### src/rtl/talc_pkg.sv
`timescale 1ns / 1ps
// ----------------------------------------------------------------------------
// talc_pkg: shared types and constants of the tilted aperture loss check
// Word formats, configuration layout, result codes and datapath widths.
// ----------------------------------------------------------------------------
package talc_pkg;

    // Position word width (positions, offsets, half-sizes)
    localparam int POS_WIDTH = 32;

    // Datapath widths
    localparam int TRIG_W  = 18;                  // tilt cosine / sine, Q1.16
    localparam int DIF_W   = POS_WIDTH + 1;       // position minus offset
    localparam int PROD_W  = DIF_W + TRIG_W;      // one rotation product
    localparam int ROT_W   = PROD_W + 1;          // rotated coordinate
    localparam int MAG_W   = ROT_W;               // magnitude of rotated coordinate
    localparam int HALF_W  = POS_WIDTH - 1;       // magnitude of a positive half-size
    localparam int RUN_W   = DIF_W + 27;          // runaway compare width

    // Limb multiplier geometry
    localparam int LIMB_W  = 32;
    localparam int MUL_W   = MAG_W + HALF_W;      // widest multiplier operand
    localparam int NLIMB   = (MUL_W + LIMB_W - 1) / LIMB_W;
    localparam int LANE_W  = NLIMB * LIMB_W;
    localparam int ROW_W   = 2 * LANE_W;
    localparam int PROD2_W = 2 * MUL_W;
    localparam int MUL_LAT = 3;                   // partial products, rows, final sum
    localparam int CMP_W   = PROD2_W + 34;        // wide compare width

    // Front-to-back queue
    localparam int QDEPTH  = 4;
    localparam int QPTR_W  = $clog2(QDEPTH);

    // Configuration port
    localparam int CFG_IDX_W  = 3;
    localparam int CFG_DATA_W = 32;

    localparam logic [CFG_IDX_W-1:0] CFG_HALF_X   = 3'd0;
    localparam logic [CFG_IDX_W-1:0] CFG_HALF_Y   = 3'd1;
    localparam logic [CFG_IDX_W-1:0] CFG_SHAPE    = 3'd2;
    localparam logic [CFG_IDX_W-1:0] CFG_OFFSET_X = 3'd3;
    localparam logic [CFG_IDX_W-1:0] CFG_OFFSET_Y = 3'd4;
    localparam logic [CFG_IDX_W-1:0] CFG_TILT_COS = 3'd5;
    localparam logic [CFG_IDX_W-1:0] CFG_TILT_SIN = 3'd6;
    localparam logic [CFG_IDX_W-1:0] CFG_REF_MOM  = 3'd7;

    localparam logic signed [TRIG_W-1:0] TILT_COS_RESET = 18'sd65536;

    // Aperture shapes (the unused code tests as a rectangle)
    localparam logic [1:0] SHAPE_RECT    = 2'd0;
    localparam logic [1:0] SHAPE_ELLIPSE = 2'd1;
    localparam logic [1:0] SHAPE_HYPER   = 2'd2;

    // Limits
    localparam logic [31:0]        RUNAWAY_LIMIT = 32'd65536000;  // 1000 cm, Q16.16
    localparam logic signed [31:0] DP_NEG_ONE    = -32'sd16777216; // -1.0, Q8.24

    // Result codes
    typedef enum logic [1:0] {
        ST_SURVIVED = 2'd0,
        ST_NEG_MOM  = 2'd1,
        ST_APERTURE = 2'd2,
        ST_RUNAWAY  = 2'd3
    } t_status;

    localparam logic [1:0] KIND_NONE    = 2'd0;
    localparam logic [1:0] KIND_RUNAWAY = 2'd1;
    localparam logic [1:0] KIND_LOSS    = 2'd2;

    // Input word
    typedef struct packed {
        logic signed [31:0] pos_x;
        logic signed [31:0] pos_y;
        logic signed [31:0] momentum_dev;
        logic [15:0]        element_index;
        logic [31:0]        turn_number;
    } t_in;

    // Result word
    typedef struct packed {
        logic [1:0]  status;
        logic [1:0]  loss_kind;
        logic [16:0] lost_element;
        logic [31:0] lost_turn;
    } t_out;

    // Configuration registers
    typedef struct packed {
        logic [31:0]              half_size_x;
        logic [31:0]              half_size_y;
        logic [1:0]               shape_mode;
        logic [31:0]              offset_x;
        logic [31:0]              offset_y;
        logic signed [TRIG_W-1:0] tilt_cosine;
        logic signed [TRIG_W-1:0] tilt_sine;
        logic [31:0]              reference_momentum;
    } t_cfg;

    // Classified word carried from front to back
    typedef struct packed {
        logic signed [DIF_W-1:0] dx;
        logic signed [DIF_W-1:0] dy;
        logic                    mom;     // negative total momentum
        logic                    ap_en;   // both half-sizes positive
        logic                    run;     // coordinate beyond 1000 cm
        logic [15:0]             element;
        logic [31:0]             turn;
    } t_item;

    // Read a 32-bit field as a POS_WIDTH-bit two's complement position
    function automatic logic signed [POS_WIDTH-1:0] pos_of(input logic [31:0] v);
        pos_of = POS_WIDTH'(v);
    endfunction

endpackage

### src/rtl/talc_front.sv
`timescale 1ns / 1ps
// ----------------------------------------------------------------------------
// talc_front: input stage of the loss check
// Takes particle words, classifies momentum, runaway and aperture enable,
// forms the offset position and pushes the result into the queue.
// ----------------------------------------------------------------------------
module talc_front (
    input  logic             i_clk,
    input  logic             i_rst_n,
    input  talc_pkg::t_cfg   i_cfg,
    input  logic             i_in_valid,
    output logic             o_in_stall,
    input  talc_pkg::t_in    i_in,
    input  logic             i_full,
    output logic             o_push,
    output talc_pkg::t_item  o_item
);

    logic                              r_vld;
    talc_pkg::t_item                   r_item;
    talc_pkg::t_item                   n_item;
    logic                              w_accept;
    logic signed [talc_pkg::DIF_W-1:0] w_px;
    logic signed [talc_pkg::DIF_W-1:0] w_py;
    logic [talc_pkg::DIF_W-1:0]        w_mag_x;
    logic [talc_pkg::DIF_W-1:0]        w_mag_y;
    logic signed [talc_pkg::POS_WIDTH-1:0] w_hx;
    logic signed [talc_pkg::POS_WIDTH-1:0] w_hy;
    logic signed [31:0]                w_dp;

    // Stall only while the held word cannot enter the queue
    assign o_push     = r_vld && !i_full;
    assign o_in_stall = r_vld && i_full;
    assign w_accept   = i_in_valid && !o_in_stall;
    assign o_item     = r_item;

    assign w_px = talc_pkg::DIF_W'(talc_pkg::pos_of(i_in.pos_x));
    assign w_py = talc_pkg::DIF_W'(talc_pkg::pos_of(i_in.pos_y));
    assign w_hx = talc_pkg::pos_of(i_cfg.half_size_x);
    assign w_hy = talc_pkg::pos_of(i_cfg.half_size_y);
    assign w_dp = i_in.momentum_dev;

    // Magnitudes for the runaway test
    assign w_mag_x = w_px[talc_pkg::DIF_W-1] ? -w_px : w_px;
    assign w_mag_y = w_py[talc_pkg::DIF_W-1] ? -w_py : w_py;

    // Classify the incoming word
    always_comb begin
        n_item.dx = w_px - talc_pkg::DIF_W'(talc_pkg::pos_of(i_cfg.offset_x));
        n_item.dy = w_py - talc_pkg::DIF_W'(talc_pkg::pos_of(i_cfg.offset_y));
        n_item.mom = (i_cfg.reference_momentum != '0) && (w_dp < talc_pkg::DP_NEG_ONE);
        n_item.ap_en = !w_hx[talc_pkg::POS_WIDTH-1] && (w_hx != '0)
                    && !w_hy[talc_pkg::POS_WIDTH-1] && (w_hy != '0);
        n_item.run = (talc_pkg::RUN_W'(w_mag_x) > talc_pkg::RUN_W'(talc_pkg::RUNAWAY_LIMIT))
                  || (talc_pkg::RUN_W'(w_mag_y) > talc_pkg::RUN_W'(talc_pkg::RUNAWAY_LIMIT));
        n_item.element = i_in.element_index;
        n_item.turn    = i_in.turn_number;
    end

    // Hold one classified word until the queue takes it
    always_ff @(posedge i_clk) begin
        if (!i_rst_n) begin
            r_vld <= 1'b0;
        end else if (w_accept) begin
            r_vld <= 1'b1;
        end else if (o_push) begin
            r_vld <= 1'b0;
        end
    end

    always_ff @(posedge i_clk) begin
        if (w_accept) begin
            r_item <= n_item;
        end
    end

endmodule

### config.mk
export PLATFORM = sky130hd
export DESIGN_NAME = talc_front
export DESIGN_NICKNAME = d
export VERILOG_FILES = /design/src/rtl/talc_pkg.sv /design/src/rtl/talc_front.sv
export SDC_FILE = /design/constraint.sdc
export NUM_CORES = 1
export LEC_CHECK = 0
export BUFFER_PORTS_ARGS = -buffer_cell sky130_fd_sc_hd__buf_2
export CORE_AREA = 2 2 180 182
export CTS_CLUSTER_SIZE = 14
export DETAILED_ROUTE_END_ITERATION = 10
export DIE_AREA = 0 0 182 184
export GPL_TIMING_DRIVEN = 0
export PLACE_DENSITY_LB_ADDON = 0.25
export SLEW_MARGIN = 10
export SYNTH_ARGS = -nofsm -noshare
export SYNTH_HDL_FRONTEND = slang
export SYNTH_SLANG_ARGS = --single-unit
### constraint.sdc
create_clock -name i_clk -period 7.5 [get_ports i_clk]
set_input_delay 1.5 -clock i_clk [delete_from_list [all_inputs] [get_ports i_clk]]
set_output_delay 1.5 -clock i_clk [all_outputs]
set_load 0.05 [all_outputs]
# [Yosys cells after proc, flatten, opt, wreduce, memory -nomap -nowiden]
# Cells that the tools add are included.
[word_totals] ff_bits=118 output_inout_bits=119 input_bits=346 wordCells=35
[classes] addsub=4 muxes=4 reduce_logical=16 magnitude_cmp=3
[ops] operator="$reduce_bool A32 Y1" count=3
[ops] operator="$gt A33 B26 Y1 const B" count=2
[ops] operator="$mux W33" count=2
[ops] operator="$neg A32 Y33" count=2
[ops] operator="$sub A32 B32 Y33" count=2
[ops] operator="$lt A32 B25 Y1 const B" count=1
[ops] operator="$logic_and A1 B1 Y1" count=7
[ops] operator="$logic_not A1 Y1" count=4
[ops] operator="$mux W1" count=2
[ops] operator="$reduce_bool A2 Y1" count=1
[ops] operator="$logic_or A1 B1 Y1" count=1

# [Longest topological paths before layout]
[depth] depth_word=4 mapped_depth=11 depth_no_buf=11

# [Worst setup path before layout]
# OpenSTA, ideal clock, no wires.
[synth_timing] path_kind="in2reg" startpoint="input i_full" endpoint="register r_item, in the netlist o_item[0], enable pin" stages=2 arrival_ps=7038 setup_slack_ps=-143 n_path_buf=0 setup_ps=605 t_required_ps=6895 cell_sequence="and2_1 nor2b_1"
[synth_via] elab_chain_cells=3
[synth_lines] item="start, declared" line="talc_front.sv:14" text="input logic i_full,"
[synth_lines] item="$logic_and A1 B1 Y1" line="talc_front.sv:33" text="assign o_in_stall = r_vld && i_full;"
[synth_lines] item="$logic_not A1 Y1" line="talc_front.sv:34" text="assign w_accept = i_in_valid && !o_in_stall;"
[synth_lines] item="$logic_and A1 B1 Y1" line="talc_front.sv:34"
[synth_lines] item="via w_accept" line="talc_front.sv:22" text="logic w_accept;"
[synth_lines] item="end signal, assigned" line="talc_front.sv:73" text="r_item <= n_item;"
[synth_lines] item="end, declared" line="talc_front.sv:20" text="talc_pkg::t_item r_item;"
# The timed path passes the listed nets, and every way through them passes these cells.
# A chain may end at the register's enable or synchronous reset.

==> impl_results.md <==
* Mapped Avg Cell Area at 9.61 sq um
* Synth Instances at 899
* CP Max Fanout at 5
* Routability cong. at 0.862
* Site Rows at 65
* Simple-Gate Fraction of Synth Area at 18.6%
* CP arrival at 4.31 ns
* Max-cap violations at 0
* Max rail drop VDD at 177 uV
* Clock buffer depth at 2
* Die Height at 184 microns
* Yosys reg bits at 118
* Crit path capture type: flip-flop
* Adder-cell share of the synthesized area at 9.88%
* Crit path launch type: input pin
* NumNets Final at 1737
* Global routing's busiest layer: met2
* Gr ovfl total at 0
* # DRC at 0
* # IOs at 465
* Layout cell share with drive strength beyond 1 at 34.6%
* GR Util All Layers at 16.7%
* Post-CTS Resized at 0
* DR pass1 iterations at 5
* Fmax at 0.241 GHz
* Initial antenna violation count at 0
* Yosys warns at 0
* Die ar. at 33500 sq um
* Post-synthesis compound-gate area fraction at 19.8%
* CTS Buf Count at 17
* HPWL Detailed at 23600 microns
* RSZ-0062 raised after global routing: false
* Vias in the first global route at 8291
* Sequential element share of the synthesized area at 40.9%
* Leak pwr at 5.39 nW
* Yosys top cell area share at 40.7%
* Pins Over Slew Limit at 0
* Ordered list of cells on the worst path: buf_2 -> inv_1 -> ha_1 -> fa_1 -> nor2b_1 -> o31a_1 -> o41ai_1 -> o21ai_0 -> a21oi_1 -> o21ai_0 -> a2111oi_0 -> nor3_1
* Status: completed
* Sum Neg Setup Slack at 0 ns
* Reg clk slew, reported paths at 0.06 ns
* Fin Hold WS at 0.668 ns
* Post-synth cell types at 74
* Worst-Margin Slew at 0.916 ns
* Cell area after layout at 11900 sq um
* Met2 usage at 27.8%
* Via-to-Cell Ratio at 4.94
* Hold-fix buffer count after cts at 0
* Crit path buf inv count at 2
* Critical Path RT at 7.65 ns
* Post-synth EDFFs at 117
* Final hold vios at 0
* Fillers at 3229
* Initial DRC count at 371
* DRT Wirelength at 28700 microns
* Pwr/cell area at 207 nW/um^2
* Ys flop type: edfxtp_1
* Mux contribution to synthesized area at 0.594%
* Period utilization at 55.4%
* Top cells by area, synth: edfxtp_1, ha_1, inv_1
* Setup bufs post-CTS at 0
* Xor/xnor share of the synthesized area at 5.07%
* CP most frequent cell: o21ai_0
* H-tree depth at 4
* Sink Count at 118
* Initial Utilization at 27.5%
* # diodes at 0
* Drt wl/cell at 16.5 microns
* Relative slew slack at 37.3%
* First-pass GRT wire length at 44000 microns
* Register area at 3530 sq um
* Port Buf Inserts at 402
* Post-synth ARST share at 0%
* Vias at 8591
* Synthesis-to-finish area growth at 37.4%
* Dominant cell type by area after synthesis: edfxtp_1
* Met1 Use GR at 21.8%
* Synth Net Count at 1312
* Met3 Usage GRT at 4.00%
* Pin count of the biggest net entering global routing at 32
* Fin crit period at 4.15 ns
* CP peak stage delay at 0.46 ns
* Clock skew at 0.0112 ns
* Clock latency on the worst-skew pair at 0.43 ns
* Main combinational cell family by area after synthesis: compound AO/OA/AOI/OAI gates
* Final setup viols at 0
* Post-DRT Antenna Nets at 0
* Root Buffer Master: clkbuf_16
* Die width at 182 microns
* Worst Hold Class: flip-flop to flip-flop
* Core area at 31400 sq um
* CTS tree: built
* Cell area after technology mapping at 8640 sq um
* Crit-path leading delay family: compound AO/OA/AOI/OAI gates
* CP max-delay cell: a2111oi_0
* Multi-input logic area at 4670 sq um
* Placed Area at 11200 sq um
* Critical path type: input pin to flip-flop
through the flow:
step                util, %  std cells  power [W]  setup WS (ns)
floorplan                 -        899    0.00136           2.09
global placement       35.5       1703    0.00160          0.645
detailed placement     35.8       1707    0.00160           2.88
CTS                    37.8       1739    0.00249           3.34
global route           37.8       1739    0.00258           3.03
finish                 37.8       1739    0.00246           3.35
layer usage:
metal | vias up | wire [microns]
met5 | - | 0
met3 | 28 | 1910
li1 | 4301 | -
met4 | 0 | 405
met2 | 310 | 13400
met1 | 3952 | 13000
final timing paths:
kind	cells past startpoint	end	slack, ns	start
setup / recovery	12	o_item[81]	3.35	i_in[80]
setup reg to reg	4	o_item[88]	5.56	r_vld
hold / removal	2	r_vld	0.67	r_vld
hold reg to reg	2	r_vld	0.67	r_vld
kinds of logic after synthesis:
group | after synthesis
compound gates | 246
xor+xnor | 50
fa+ha+maj | 67
buf+inv | 111
flops | 118
mux | 5
simple gates | 302
cells in the mapped netlist (18+ instances only):
master,count
a21oi_1,58
inv_1,96
nand2_1,33
nor2b_1,18
nor3_1,32
edfxtp_1,117
and3_1,21
nor2_1,72
ha_1,65
xnor2_1,40
nand3_1,25
o21ai_0,37
nor4_1,37
a21o_1,26
power breakdown:
group / switching [W] / total (W) / internal (W)
combinational: 0.000512 / 0.000764 / 0.000252
clock: 0.000337 / 0.000868 / 0.000530
sequential: 0.0000127 / 0.000826 / 0.000813
total: 0.000862 / 0.00246 / 0.00160
final cells by class:
class / count / area share, %
multi-input cells: 670 / 39.3
inverters: 96 / 3.04
plain buffers: 15 / 0.696
repair buffers: 406 / 17.7
clock inverters: 15 / 1.62
clock buffers: 17 / 3.59
flip-flops and latches: 118 / 29.8
well taps: 402 / 4.24
registers in the layout (all words and copies together), names as in the netlist:
name,cells
o_item,117
r_vld,1
worst min-delay path: cells and delay by family (launching register included):
kind	cells	cell delay [ns]
AO/OA/AOI/OAI	1	0.12
flip-flops	1	0.31
AND/OR/NAND/NOR	1	0.20
cell usage in the layout, fill, tap and decap left out, drive strengths merged, types with 5 or more instances in the layout:
cell type,count
ha,65
a221oi,6
o31ai,9
nor3,32
a2111oi,8
o21ai,37
o21a,9
clkbuf,29
xnor2,40
clkinv,6
nand2b,7
a31oi,10
nand3,25
nor2,72
xor2,10
and3,21
a21oi,58
inv,101
o41ai,6
nor4,37
nand2,33
o211ai,7
and2,7
o311ai,5
or4,5
a211oi,7
edfxtp,117
or3,11
a21boi,5
a21o,26
buf,409
o22ai,5
o21bai,10
nand4,18
nor2b,18
(Power assumes the default switching activity.)
