File: config.mk
export PLATFORM = sky130hd
export DESIGN_NAME = talc_queue
export DESIGN_NICKNAME = d
export VERILOG_FILES = /design/src/rtl/talc_pkg.sv /design/src/rtl/talc_queue.sv
export SDC_FILE = /design/constraint.sdc
export NUM_CORES = 1
export LEC_CHECK = 0
export BUFFER_PORTS_ARGS = -buffer_cell sky130_fd_sc_hd__clkbuf_2
export CAP_MARGIN = 20
export CORE_MARGIN = 3
export CORE_UTILIZATION = 61
export DETAILED_ROUTE_END_ITERATION = 10
export GPL_ROUTABILITY_DRIVEN = 0
export HOLD_SLACK_MARGIN = 0.02
export PLACE_DENSITY = 0.9
export SKIP_CTS_REPAIR_TIMING = 1
export SLEW_MARGIN = 20
export SYNTH_ARGS = -nofsm -noshare
export SYNTH_HDL_FRONTEND = slang
export SYNTH_SLANG_ARGS = --single-unit
File: constraint.sdc
create_clock -name i_clk -period 7.1 [get_ports i_clk]
set_clock_uncertainty 0.1 [all_clocks]
set_input_delay 0.355 -clock i_clk [delete_from_list [all_inputs] [get_ports i_clk]]
set_output_delay 0.355 -clock i_clk [all_outputs]
set_load 0.005 [all_outputs]
File: src/rtl/talc_pkg.sv
`timescale 1ns / 1ps
// ----------------------------------------------------------------------------
// talc_pkg: shared types and constants of the tilted aperture loss check
// Word formats, configuration layout, result codes and datapath widths.
// ----------------------------------------------------------------------------
package talc_pkg;

    // Position word width (positions, offsets, half-sizes)
    localparam int POS_WIDTH = 32;

    // Datapath widths
    localparam int TRIG_W  = 18;                  // tilt cosine / sine, Q1.16
    localparam int DIF_W   = POS_WIDTH + 1;       // position minus offset
    localparam int PROD_W  = DIF_W + TRIG_W;      // one rotation product
    localparam int ROT_W   = PROD_W + 1;          // rotated coordinate
    localparam int MAG_W   = ROT_W;               // magnitude of rotated coordinate
    localparam int HALF_W  = POS_WIDTH - 1;       // magnitude of a positive half-size
    localparam int RUN_W   = DIF_W + 27;          // runaway compare width

    // Limb multiplier geometry
    localparam int LIMB_W  = 32;
    localparam int MUL_W   = MAG_W + HALF_W;      // widest multiplier operand
    localparam int NLIMB   = (MUL_W + LIMB_W - 1) / LIMB_W;
    localparam int LANE_W  = NLIMB * LIMB_W;
    localparam int ROW_W   = 2 * LANE_W;
    localparam int PROD2_W = 2 * MUL_W;
    localparam int MUL_LAT = 3;                   // partial products, rows, final sum
    localparam int CMP_W   = PROD2_W + 34;        // wide compare width

    // Front-to-back queue
    localparam int QDEPTH  = 4;
    localparam int QPTR_W  = $clog2(QDEPTH);

    // Configuration port
    localparam int CFG_IDX_W  = 3;
    localparam int CFG_DATA_W = 32;

    localparam logic [CFG_IDX_W-1:0] CFG_HALF_X   = 3'd0;
    localparam logic [CFG_IDX_W-1:0] CFG_HALF_Y   = 3'd1;
    localparam logic [CFG_IDX_W-1:0] CFG_SHAPE    = 3'd2;
    localparam logic [CFG_IDX_W-1:0] CFG_OFFSET_X = 3'd3;
    localparam logic [CFG_IDX_W-1:0] CFG_OFFSET_Y = 3'd4;
    localparam logic [CFG_IDX_W-1:0] CFG_TILT_COS = 3'd5;
    localparam logic [CFG_IDX_W-1:0] CFG_TILT_SIN = 3'd6;
    localparam logic [CFG_IDX_W-1:0] CFG_REF_MOM  = 3'd7;

    localparam logic signed [TRIG_W-1:0] TILT_COS_RESET = 18'sd65536;

    // Aperture shapes (the unused code tests as a rectangle)
    localparam logic [1:0] SHAPE_RECT    = 2'd0;
    localparam logic [1:0] SHAPE_ELLIPSE = 2'd1;
    localparam logic [1:0] SHAPE_HYPER   = 2'd2;

    // Limits
    localparam logic [31:0]        RUNAWAY_LIMIT = 32'd65536000;  // 1000 cm, Q16.16
    localparam logic signed [31:0] DP_NEG_ONE    = -32'sd16777216; // -1.0, Q8.24

    // Result codes
    typedef enum logic [1:0] {
        ST_SURVIVED = 2'd0,
        ST_NEG_MOM  = 2'd1,
        ST_APERTURE = 2'd2,
        ST_RUNAWAY  = 2'd3
    } t_status;

    localparam logic [1:0] KIND_NONE    = 2'd0;
    localparam logic [1:0] KIND_RUNAWAY = 2'd1;
    localparam logic [1:0] KIND_LOSS    = 2'd2;

    // Input word
    typedef struct packed {
        logic signed [31:0] pos_x;
        logic signed [31:0] pos_y;
        logic signed [31:0] momentum_dev;
        logic [15:0]        element_index;
        logic [31:0]        turn_number;
    } t_in;

    // Result word
    typedef struct packed {
        logic [1:0]  status;
        logic [1:0]  loss_kind;
        logic [16:0] lost_element;
        logic [31:0] lost_turn;
    } t_out;

    // Configuration registers
    typedef struct packed {
        logic [31:0]              half_size_x;
        logic [31:0]              half_size_y;
        logic [1:0]               shape_mode;
        logic [31:0]              offset_x;
        logic [31:0]              offset_y;
        logic signed [TRIG_W-1:0] tilt_cosine;
        logic signed [TRIG_W-1:0] tilt_sine;
        logic [31:0]              reference_momentum;
    } t_cfg;

    // Classified word carried from front to back
    typedef struct packed {
        logic signed [DIF_W-1:0] dx;
        logic signed [DIF_W-1:0] dy;
        logic                    mom;     // negative total momentum
        logic                    ap_en;   // both half-sizes positive
        logic                    run;     // coordinate beyond 1000 cm
        logic [15:0]             element;
        logic [31:0]             turn;
    } t_item;

    // Read a 32-bit field as a POS_WIDTH-bit two's complement position
    function automatic logic signed [POS_WIDTH-1:0] pos_of(input logic [31:0] v);
        pos_of = POS_WIDTH'(v);
    endfunction

endpackage

File: src/rtl/talc_queue.sv
`timescale 1ns / 1ps
// ----------------------------------------------------------------------------
// talc_queue: short queue between front and back
// Register-based FIFO; the head word is visible while not empty.
// ----------------------------------------------------------------------------
module talc_queue (
    input  logic             i_clk,
    input  logic             i_rst_n,
    input  logic             i_push,
    input  talc_pkg::t_item  i_item,
    input  logic             i_pop,
    output talc_pkg::t_item  o_item,
    output logic             o_full,
    output logic             o_empty
);

    talc_pkg::t_item             r_mem [talc_pkg::QDEPTH];
    logic [talc_pkg::QPTR_W-1:0] r_wp;
    logic [talc_pkg::QPTR_W-1:0] r_rp;
    logic [talc_pkg::QPTR_W:0]   r_cnt;

    assign o_full  = (r_cnt == (talc_pkg::QPTR_W + 1)'(talc_pkg::QDEPTH));
    assign o_empty = (r_cnt == '0);
    assign o_item  = r_mem[r_rp];

    // Advance pointers and fill count
    always_ff @(posedge i_clk) begin
        if (!i_rst_n) begin
            r_wp  <= '0;
            r_rp  <= '0;
            r_cnt <= '0;
        end else begin
            if (i_push) begin
                r_wp <= r_wp + 1'b1;
            end
            if (i_pop) begin
                r_rp <= r_rp + 1'b1;
            end
            if (i_push && !i_pop) begin
                r_cnt <= r_cnt + 1'b1;
            end else if (!i_push && i_pop) begin
                r_cnt <= r_cnt - 1'b1;
            end
        end
    end

    // Store the pushed word
    always_ff @(posedge i_clk) begin
        if (i_push) begin
            r_mem[r_wp] <= i_item;
        end
    end

endmodule

# Yosys cells after proc, flatten, opt, wreduce, memory -nomap -nowiden
# Memory sizes are Yosys's and may differ from the RTL's. A register that Yosys moved wholly into a read port is not among the register bits.
# Index checks and enable logic that the tools add are counted.
[op_classes]
addsub = 4
n_eq_ne = 1
muxes = 6
n_reduce_logical = 6
[op_table]
columns = ["operator", "n"]
rows = [
  ["3-bit two-way mux", 2],
  ["2-bit by 1-bit adder with 2-bit output (second input constant)", 2],
  ["2-bit two-way mux", 2],
  ["3-bit by 1-bit adder with 3-bit output (second input constant)", 1],
  ["3-bit equality test (second input constant)", 1],
  ["3-bit logical NOT", 1],
  ["3-bit by 1-bit subtractor with 3-bit output (second input constant)", 1],
  ["1-bit logical AND", 2],
  ["1-bit logical NOT", 2],
  ["1-bit two-way mux", 2],
  ["2-bit nonzero test", 1],
]
[totals]
ff_bits = 7
ramBits = 468
in_bits = 121
wordCells = 21
n_memories = 1
[memory_table]
columns = ["memory", "depth", "word_bits", "rd", "rd_ports_with_merged_regs", "write_ports", "line", "text"]
rows = [
  ["r_mem", 4, 117, 1, 1, 1, "talc_queue.sv:17", "talc_pkg::t_item r_mem [talc_pkg::QDEPTH];"],
]

# Logic depth before layout (Yosys ltp)
# Gate-level depths: netlist of the first run.
[depth]
ltp_word = 4
depth_mapped = 7

# Worst setup path before layout of the first run
# No wires, ideal clock.
[synth_timing]
path_type = "register to register"
start = "reg r_wp[0] in the netlist's numbering"
end = "mem r_mem[0][0] in the netlist's numbering (enable)"
arrival_time_ns = 3.232
path_slack_ns = 3.278
path_stages_with_launch = 4
period_less_slack_ns = 3.822
path_cell_list = "dfxtp_1 > inv_1 > ha_1 > and2_1"
[synth_lines]
columns = ["element", "line", "text"]
rows = [
  ["from (decl)", "talc_queue.sv:18", "logic [talc_pkg::QPTR_W-1:0] r_wp;"],
  ["from (signal assigned)", "talc_queue.sv:34", "r_wp <= r_wp + 1'b1;"],
  ["to (decl)", "talc_queue.sv:17", ""],
]
# No word-level cell before the write port.

==> impl_metrics.env, run 1 <==
export IMPL_grt_pass1_wl_microns=51280
export IMPL_start_util_pct=63.10
export IMPL_regArea_sq_um=14240
export IMPL_r2r_cells=4
export IMPL_cts_root_buffer="clkbuf_16"
export IMPL_avgSynthCellArea_sq_um=26.44
export IMPL_cts_buffer_depth=3
export IMPL_crit_arrival_ns=3.00
export IMPL_status="complete, no violations"
export IMPL_drt_initial_drc_count=808
export IMPL_post_drt_wl_per_cell_microns=25.62
export IMPL_ys_ff_latch=477
export IMPL_synth_warnings=0
export IMPL_dp_hpwl_microns=19340
export IMPL_grt_max_degree=73
export IMPL_die_x_microns=174.4
export IMPL_drcViolationCount=0
export IMPL_power_total_uw=6172
export IMPL_cp_max_fo=44
export IMPL_rsz0062_at_grt="no"
export IMPL_finalSetupViolCount=0
export IMPL_r2r_start="r_wp[0]"
export IMPL_hold_viol_final=0
export IMPL_ir_drop_mv=0.2506
export IMPL_ys_types=21
export IMPL_r2r_setup_slack_ns=4.45
export IMPL_drive_gt1_share_pct=39.74
export IMPL_syn_cell_area_sq_um=17290
export IMPL_drt_pass1_iter_count=7
export IMPL_grt_pass1_vias=8329
export IMPL_ios=240
export IMPL_min_to="r_wp[0]"
export IMPL_path_class="flip-flop to output port"
export IMPL_syn_nets=781
export IMPL_ys_seq_area_share_pct=82.33
export IMPL_multiInputGateArea_sq_um=2895
export IMPL_endpoint_kind="output port"
export IMPL_die_height_microns=174.4
export IMPL_drv_cap=0
export IMPL_cts_sinks=477
export IMPL_via_count=8555
export IMPL_viasPerCell=5.920
export IMPL_worstHoldPathCells=2
export IMPL_fmax_ghz=0.2893
export IMPL_drtAntennaViolNets=0
export IMPL_layout_commonest_cell="edfxtp_1"
export IMPL_worstSetupStartpointType="flip-flop"
export IMPL_fin_setup_tns_ns=0
export IMPL_routed_wl_microns=37020
export IMPL_area_delta_synth_final_pct=24.00
export IMPL_synth_area_leaders="edfxtp_1, mux4_2, dfxtp_1, buf_2, ha_1"
export IMPL_tightest_slew_ns=1.047
export IMPL_io_buffers=239
export IMPL_required_ns=6.64
export IMPL_stdcell_count=1445
export IMPL_cts_htree_levels=2
export IMPL_cts_buffers_inserted=46
export IMPL_min_from="i_rst_n"
export IMPL_p_leak_uw=0.007348
export IMPL_mostFrequentLayoutCells="edfxtp_1, clkbuf_2, mux4_2, dlygate4sd3_1, clkbuf_16"
export IMPL_period_minus_slack_ns=3.456
export IMPL_slew_headroom_pct=30.19
export IMPL_hp_class="input pin to flip-flop"
export IMPL_die_area_sq_um=30400
export IMPL_grt_usage_pct=22.32
export IMPL_antenna_found_initial=1
export IMPL_dp_cells=1246
export IMPL_slew_violations=0
export IMPL_synth_cells=654
export IMPL_rows=60
export IMPL_fin_crit_sh_pct=48.68
export IMPL_cts_tree="done"
export IMPL_nets=1166
export IMPL_grt_overflow=0
export IMPL_clk_latency_ns=0.53
export IMPL_num_fill_cells=1283
export IMPL_coreArea_sq_um=27400
export IMPL_clkTransAtPathRegs_ns=0.06
export IMPL_r2r_end="r_mem[2][4]"
export IMPL_p_per_area_nw_per_um2=287.9
export IMPL_synth_largest_area_cell="edfxtp_1"
export IMPL_synth_top_area_share_pct=81.29
routing by layer:
layer	up-vias	routed length [microns]	global-route usage, %
li1	3601	-	-
met1	4448	13700	31.01
met2	441	19810	37.09
met3	65	2609	5.090
met4	0	891	5.295
met5	-	0	0
how the worst max path moves through the flow:
stage / depth (start not counted) / slack [ns] / to
final: 3 / 3.64 / o_item[98]
after global routing: 3 / 3.36 / o_item[96]
after CTS: 3 / 3.53 / o_item[35]
after detailed placement: 3 / 4.10 / o_item[101]
after global placement: 3 / 4.10 / o_item[96]
after floorplan: 3 / 3.28 / r_mem[0][0]
logic make-up (layout without fill, tap and decap cells):
family | count (synthesis) | in the layout | synth area share [%]
buffers and inverters | 30 | 448 | 0.9842
AO/OA/AOI/OAI | 2 | 2 | 0.07236
adder cells (fa/ha/maj) | 6 | 6 | 0.4776
other | 0 | 1 | 0
flip-flops | 477 | 477 | 82.33
XOR/XNOR | 5 | 5 | 0.2533
AND/OR/NAND/NOR | 15 | 15 | 0.5283
multiplexers | 119 | 119 | 15.36
power by group:
part	internal (uW)	switching [uW]
registers	3240	67.6
logic	297	280
clock network	1320	964
total	4860	1310
per-stage QoR:
| stage | hold WS, ns | setup slack (ns) | utilization, % | cell area, sq um |
|---|---|---|---|---|
| floorplan | 0.3539 | 3.278 | - | 17290 |
| global placement | 0.3857 | 4.103 | 68.85 | 18870 |
| detailed placement | 0.4480 | 4.104 | 68.85 | 18870 |
| CTS | -0.07805 | 3.527 | 73.95 | 20260 |
| global route | 0.06741 | 3.363 | 78.24 | 21440 |
| finish | 0.04954 | 3.644 | 78.24 | 21440 |
synthesized netlist by cell type, drive strengths merged:
cell type / n
nand2: 1
xnor2: 2
xor2: 3
o21ai: 1
edfxtp: 468
dfxtp: 9
buf: 19
mux4: 117
nor3: 1
fa: 1
ha: 5
inv: 4
mux2i: 2
nor2b: 2
or3: 1
a21boi: 1
clkbuf: 7
nor3b: 1
and2: 9
registers in the layout, indices dropped and copies added (netlist names), named ones only:
register  flops
r_rp          2
r_cnt         3
r_wp          2
r_mem       468
final cells by class:
type / count / area share (%)
multi-input combinational: 147 / 13.51
tap: 372 / 2.171
clock buffer: 63 / 5.766
antenna: 1 / 0.01167
timing repair buffer: 363 / 11.29
sequential: 477 / 66.43
inverter: 4 / 0.07004
clock inverter: 18 / 0.7587
critical path: stages (launching register included):
cell and delay (ns):
dfxtp_4 0.83, buf_4 0.79, mux4_2 0.65, clkbuf_2 0.14
Note: power is estimated with default switching activity, not from simulation.
==> run 2, diff against run 1 <==
Settings changed: CORE_UTILIZATION 61 to 51, PLACE_DENSITY 0.9 to 0.81.
Clock period 7.1 ns to 3 ns, I/O delays scaled along.
==> run 2 against run 1 <==
  * Worst setup slack got worse by 3.2 ns
  * Combinational power up 150%
  * Cell area up 2.2%
  * Final cell count grew 6.1%
  * Critical path type unchanged
  * Via count shrank 2.1%
  * Largest cell class unchanged
  * Sequential share of layout area down 1.4 points
==> impl_metrics.env, run 2 (synthesis gave the netlist of run 1 again) <==
export IMPL_hp_class="input pin to flip-flop"
export IMPL_fmax_ghz=0.3922
export IMPL_largest_reg_flops=468
export IMPL_met3_length_microns=2440
export IMPL_timing_hold_ws_ns=0.2548
export IMPL_mostFrequentLayoutCells="edfxtp_1, clkbuf_2, dlygate4sd3_1, mux4_2, clkbuf_16"
export IMPL_drt_pass1_iter_count=5
export IMPL_routed_wl_microns=35540
export IMPL_switching_share_pct=21.28
export IMPL_top_layer_used="met4"
export IMPL_stdcell_count=1533
export IMPL_area_delta_synth_final_pct=26.70
export IMPL_crit_arrival_ns=2.30
export IMPL_finalSetupViolCount=0
export IMPL_drv_cap=0
export IMPL_p_leak_uw=0.007507
export IMPL_status="complete, no violations"
export IMPL_cts_htree_levels=2
export IMPL_slew_violations=0
export IMPL_worstSetupStartpointType="flip-flop"
export IMPL_cp_max_fo=39
export IMPL_met2WireLength_microns=18270
export IMPL_reg_top3="r_mem: 468 flops, r_cnt: 3 flops"
export IMPL_drt_met1_wl_microns=13950
export IMPL_endpoint_kind="output port"
export IMPL_path_class="flip-flop to output port"
export IMPL_cts_sinks=477
export IMPL_coreArea_sq_um=32950
export IMPL_ir_drop_mv=0.5185
export IMPL_ios=240
export IMPL_slew_headroom_pct=58.38
export IMPL_cts_buffers_inserted=48
export IMPL_drtAntennaViolNets=0
export IMPL_power_sequential_fraction_pct=51.9
export IMPL_num_fill_cells=2046
export IMPL_io_buffers=239
export IMPL_period_minus_slack_ns=2.550
export IMPL_dp_cells=1323
export IMPL_fin_crit_sh_pct=84.99
export IMPL_grt_pass1_vias=8312
export IMPL_combPwrFrac_pct=9.6
export IMPL_post_drt_wl_per_cell_microns=23.19
export IMPL_cts_tree="done"
export IMPL_clk_latency_ns=0.54
export IMPL_grt_max_degree=84
export IMPL_die_x_microns=190.1
export IMPL_rsz0062_at_grt="no"
export IMPL_die_height_microns=190.1
export IMPL_required_ns=2.75
export IMPL_regMostFlops="r_mem"
export IMPL_grt_pass1_wl_microns=50930
export IMPL_cts_root_buffer="clkbuf_16"
export IMPL_worstHoldPathCells=2
export IMPL_cts_buffer_depth=3
export IMPL_layout_commonest_cell="edfxtp_1"
export IMPL_internal_power_uw=11800
export IMPL_grt_usage_pct=18.68
export IMPL_antenna_found_initial=2
export IMPL_worst_slack_ns=0.4503
export IMPL_drt_initial_drc_count=632
export IMPL_p_switching_uw=3191
export IMPL_start_util_pct=52.47
export IMPL_nets=1179
export IMPL_drcViolationCount=0
export IMPL_fin_setup_tns_ns=0
export IMPL_via_count=8378
export IMPL_viasPerCell=5.465
export IMPL_drive_gt1_share_pct=40.77
export IMPL_place_ws_ns=0.9803
export IMPL_clkTransAtPathRegs_ns=0.06
export IMPL_grt_overflow=0
export IMPL_die_area_sq_um=36150
export IMPL_rows=66
export IMPL_tightest_slew_ns=0.6243
export IMPL_hold_viol_final=0
export IMPL_dp_hpwl_microns=19790
export IMPL_p_per_area_nw_per_um2=684.4
export IMPL_p_clk_share_pct=38.5
export IMPL_r2r_cells=3
[run 2: area by class of cell]
class                      count  area [sq um]  share of cell area (%)
multi-input combinational    147          2895                   13.22
timing repair buffer         374          2663                   12.15
clock buffer                  62          1295                   5.912
inverter                       4         15.01                 0.06854
clock inverter                25         239.0                   1.091
antenna                        2         5.005                 0.02285
tap                          442         553.0                   2.525
sequential                   477         14240                   65.01
[run 2: routing by layer]
| layer | track usage, % | vias up |
|---|---|---|
| met3 | 5.104 | 58 |
| met1 | 25.95 | 4353 |
| met4 | 5.374 | 0 |
| met2 | 29.67 | 340 |
| li1 | - | 3627 |
| met5 | 0 | - |
[run 2: per-stage QoR]
step,cell area [sq um],util (%),total power [uW]
after CTS,20690,62.79,14980
after floorplan,17290,-,8586
after global routing,21910,66.48,15530
final,21910,66.48,14990
after global placement,19160,58.14,9178
after detailed placement,19160,58.14,9228
[run 2: path summary, 6_finish.rpt]
check             start       endpoint  slack (ns)
max           flip-flop     o_item[35]        0.45
min          i_item[45]   r_mem[3][45]        0.25
max reg2reg     r_wp[0]  r_mem[1][107]        1.02
min reg2reg    r_cnt[2]       r_cnt[2]        0.45
[run 2: worst max-delay path, cell delays in order (launching register included)]
cell      delay (ns)
dfxtp_4         0.61
buf_12          0.35
mux4_2          0.58
clkbuf_2        0.15
[run 2: power by group through the flow]
| stage | Sequential [uW] | Combinational, uW | Clock (uW) |
|---|---|---|---|
| finish | 7780 | 1440 | 5770 |
| global route | 7800 | 1560 | 6160 |
| CTS | 7770 | 1330 | 5870 |
| detailed placement | 7910 | 1320 | 0 |
| global placement | 7890 | 1290 | 0 |
| floorplan | 7860 | 727 | 0 |
==> run 3, diff against run 2 <==
Settings changed: CORE_UTILIZATION 51 to 57, PLACE_DENSITY 0.81 to 0.85.
Clock period 3 ns to 2.5 ns, I/O delays scaled along.
==> run 3 against run 2 <==
  * Die area fell by 10%
  * Sequential cell count did not move
  * Wire length grew 2.9%
  * Sequential power is 20% higher
  * Critical path depth did not move
  * Final cell count down 3.4%
  * Via count grew 2.2%
  * Power grew 18%
  * Worst setup slack worse by 0.27 ns
  * Clock power is 13% higher
  * Global-route usage rose by 2.3 points
==> impl_metrics.env, run 3 (synthesis gave the netlist of run 1 again) <==
export IMPL_required_ns=2.28
export IMPL_cts_buffer_depth=3
export IMPL_rsz0062_at_grt="no"
export IMPL_worstSetupStartpointType="flip-flop"
export IMPL_timing_hold_ws_ns=0.2524
export IMPL_via_count=8562
export IMPL_regMostFlops="r_mem"
export IMPL_slew_violations=0
export IMPL_ir_drop_mv=0.6257
export IMPL_crit_path_cell_trace="buf_12 -> mux4_2 -> clkbuf_2"
export IMPL_critPathTopFamily="multiplexers"
export IMPL_cts_root_buffer="clkbuf_16"
export IMPL_antenna_found_initial=4
export IMPL_period_minus_slack_ns=2.317
export IMPL_min_to="r_mem[3][26]"
export IMPL_drcViolationCount=0
export IMPL_stdcell_area_sq_um=21800
export IMPL_fmax_ghz=0.4316
export IMPL_r2r_start="r_cnt[0]"
export IMPL_grt_pass1_wl_microns=52250
export IMPL_grt_usage_pct=21.02
export IMPL_placed_cell_area_sq_um=19120
export IMPL_drt_pass1_iter_count=5
export IMPL_io_buffers=239
export IMPL_cp_buffers_inverters=2
export IMPL_nets=1182
export IMPL_power_total_uw=17640
export IMPL_p_leak_uw=0.007492
export IMPL_largest_reg_flops=468
export IMPL_tightest_slew_ns=0.6332
export IMPL_grt_max_degree=78
export IMPL_drv_cap=0
export IMPL_reg_top3="r_mem: 468 flops, r_cnt: 3 flops"
export IMPL_status="complete, no violations"
export IMPL_hp_class="input pin to flip-flop"
export IMPL_drtAntennaViolNets=0
export IMPL_finalSetupViolCount=0
export IMPL_fin_setup_tns_ns=0
export IMPL_fin_crit_sh_pct=92.68
export IMPL_start_util_pct=58.02
export IMPL_r2r_setup_slack_ns=0.71
export IMPL_cts_sinks=477
export IMPL_min_from="i_item[26]"
export IMPL_slew_headroom_pct=57.79
export IMPL_drive_gt1_share_pct=40.44
export IMPL_cts_buffers_inserted=46
export IMPL_drt_initial_drc_count=683
export IMPL_viasPerCell=5.781
export IMPL_die_height_microns=180.2
export IMPL_routed_wl_microns=36580
export IMPL_post_drt_wl_per_cell_microns=24.70
export IMPL_crit_arrival_ns=2.09
export IMPL_die_area_sq_um=32460
export IMPL_slowest_stage="mux4_2"
export IMPL_mostFrequentLayoutCells="edfxtp_1, clkbuf_2, dlygate4sd3_1, mux4_2, clkbuf_16"
export IMPL_crit_path_max_incr_delay_ns=0.60
export IMPL_cp_max_fo=47
export IMPL_cts_htree_levels=2
export IMPL_rows=63
export IMPL_worstHoldPathCells=2
export IMPL_coreArea_sq_um=29800
export IMPL_p_per_area_nw_per_um2=809.2
export IMPL_grt_pass1_vias=8495
export IMPL_post_route_util_pct=73.16
export IMPL_clkTransAtPathRegs_ns=0.07
export IMPL_r2r_cells=4
export IMPL_die_x_microns=180.2
export IMPL_grt_overflow=0
export IMPL_ios=240
export IMPL_clk_latency_ns=0.54
export IMPL_endpoint_kind="output port"
export IMPL_cts_tree="done"
export IMPL_path_class="flip-flop to output port"
export IMPL_hold_viol_final=0
export IMPL_area_delta_synth_final_pct=26.09
export IMPL_layout_commonest_cell="edfxtp_1"
export IMPL_r2r_end="r_cnt[2]"
export IMPL_dp_hpwl_microns=20030
## run 3: changes by cell type in the layout (fill, tap and decap cells not counted), moves of 2 or more
cell / before / now
clkinvlp_4: 2 / 0
clkbuf_8: 2 / 0
clkinv_2: 6 / 4
clkinv_8: 0 / 2
clkinv_1: 8 / 11
buf_4: 2 / 6
inv_6: 4 / 2
## run 3: layout make-up
type	instances	area (sq um)
clock buffer	58	1217
fill	1591	7996
sequential	477	14240
tap	390	488.0
antenna	3	7.507
timing repair buffer	379	2725
inverter	4	15.01
multi-input combinational	147	2895
clock inverter	23	210.2
## run 3: worst register-to-register path, cell delays in order, from the launching register on
cell	delay (ns)
dfxtp_1	0.37
fa_1	0.45
xor2_1	0.18
or3_1	0.32
a21boi_0	0.28
## run 3: stage by stage
stage / std cells / setup slack, ns
finish: 1481 / 0.1830
detailed placement: 1275 / 0.6224
CTS: 1356 / 0.03147
global route: 1479 / 0.08010
floorplan: 654 / 0.5811
global placement: 1275 / 0.6463
## run 3: report_power, final
part           switching [uW]  total [uW]  leakage, uW  internal (uW)
logic                     885        1800      0.00242            912
clock network            2770        6540     0.000694           3760
registers                 120        9310      0.00437           9190
total                    3780       17600      0.00749          13900
## run 3: layer usage
metal | global-route usage (%) | up-vias | share of wire, % | routed length, microns
li1 | - | 3625 | - | -
met1 | 29.61 | 4451 | 39 | 14350
met2 | 34.25 | 423 | 51 | 18790
met3 | 5.168 | 61 | 7.2 | 2632
met4 | 4.912 | 2 | 2.2 | 793
met5 | 0 | - | 0.019 | 7
## run 3: worst max-delay path by stage
stage	slack, ns	depth (start not counted)	start	end
5_1_grt	0.08	3	flip-flop	o_item[29]
3_5_place_dp	0.62	3	flip-flop	o_item[31]
3_3_place_gp	0.65	3	flip-flop	o_item[100]
4_1_cts	0.03	3	flip-flop	o_item[56]
6_report	0.18	3	flip-flop	o_item[12]
2_1_floorplan	0.58	3	r_wp[0]	r_mem[2][0]
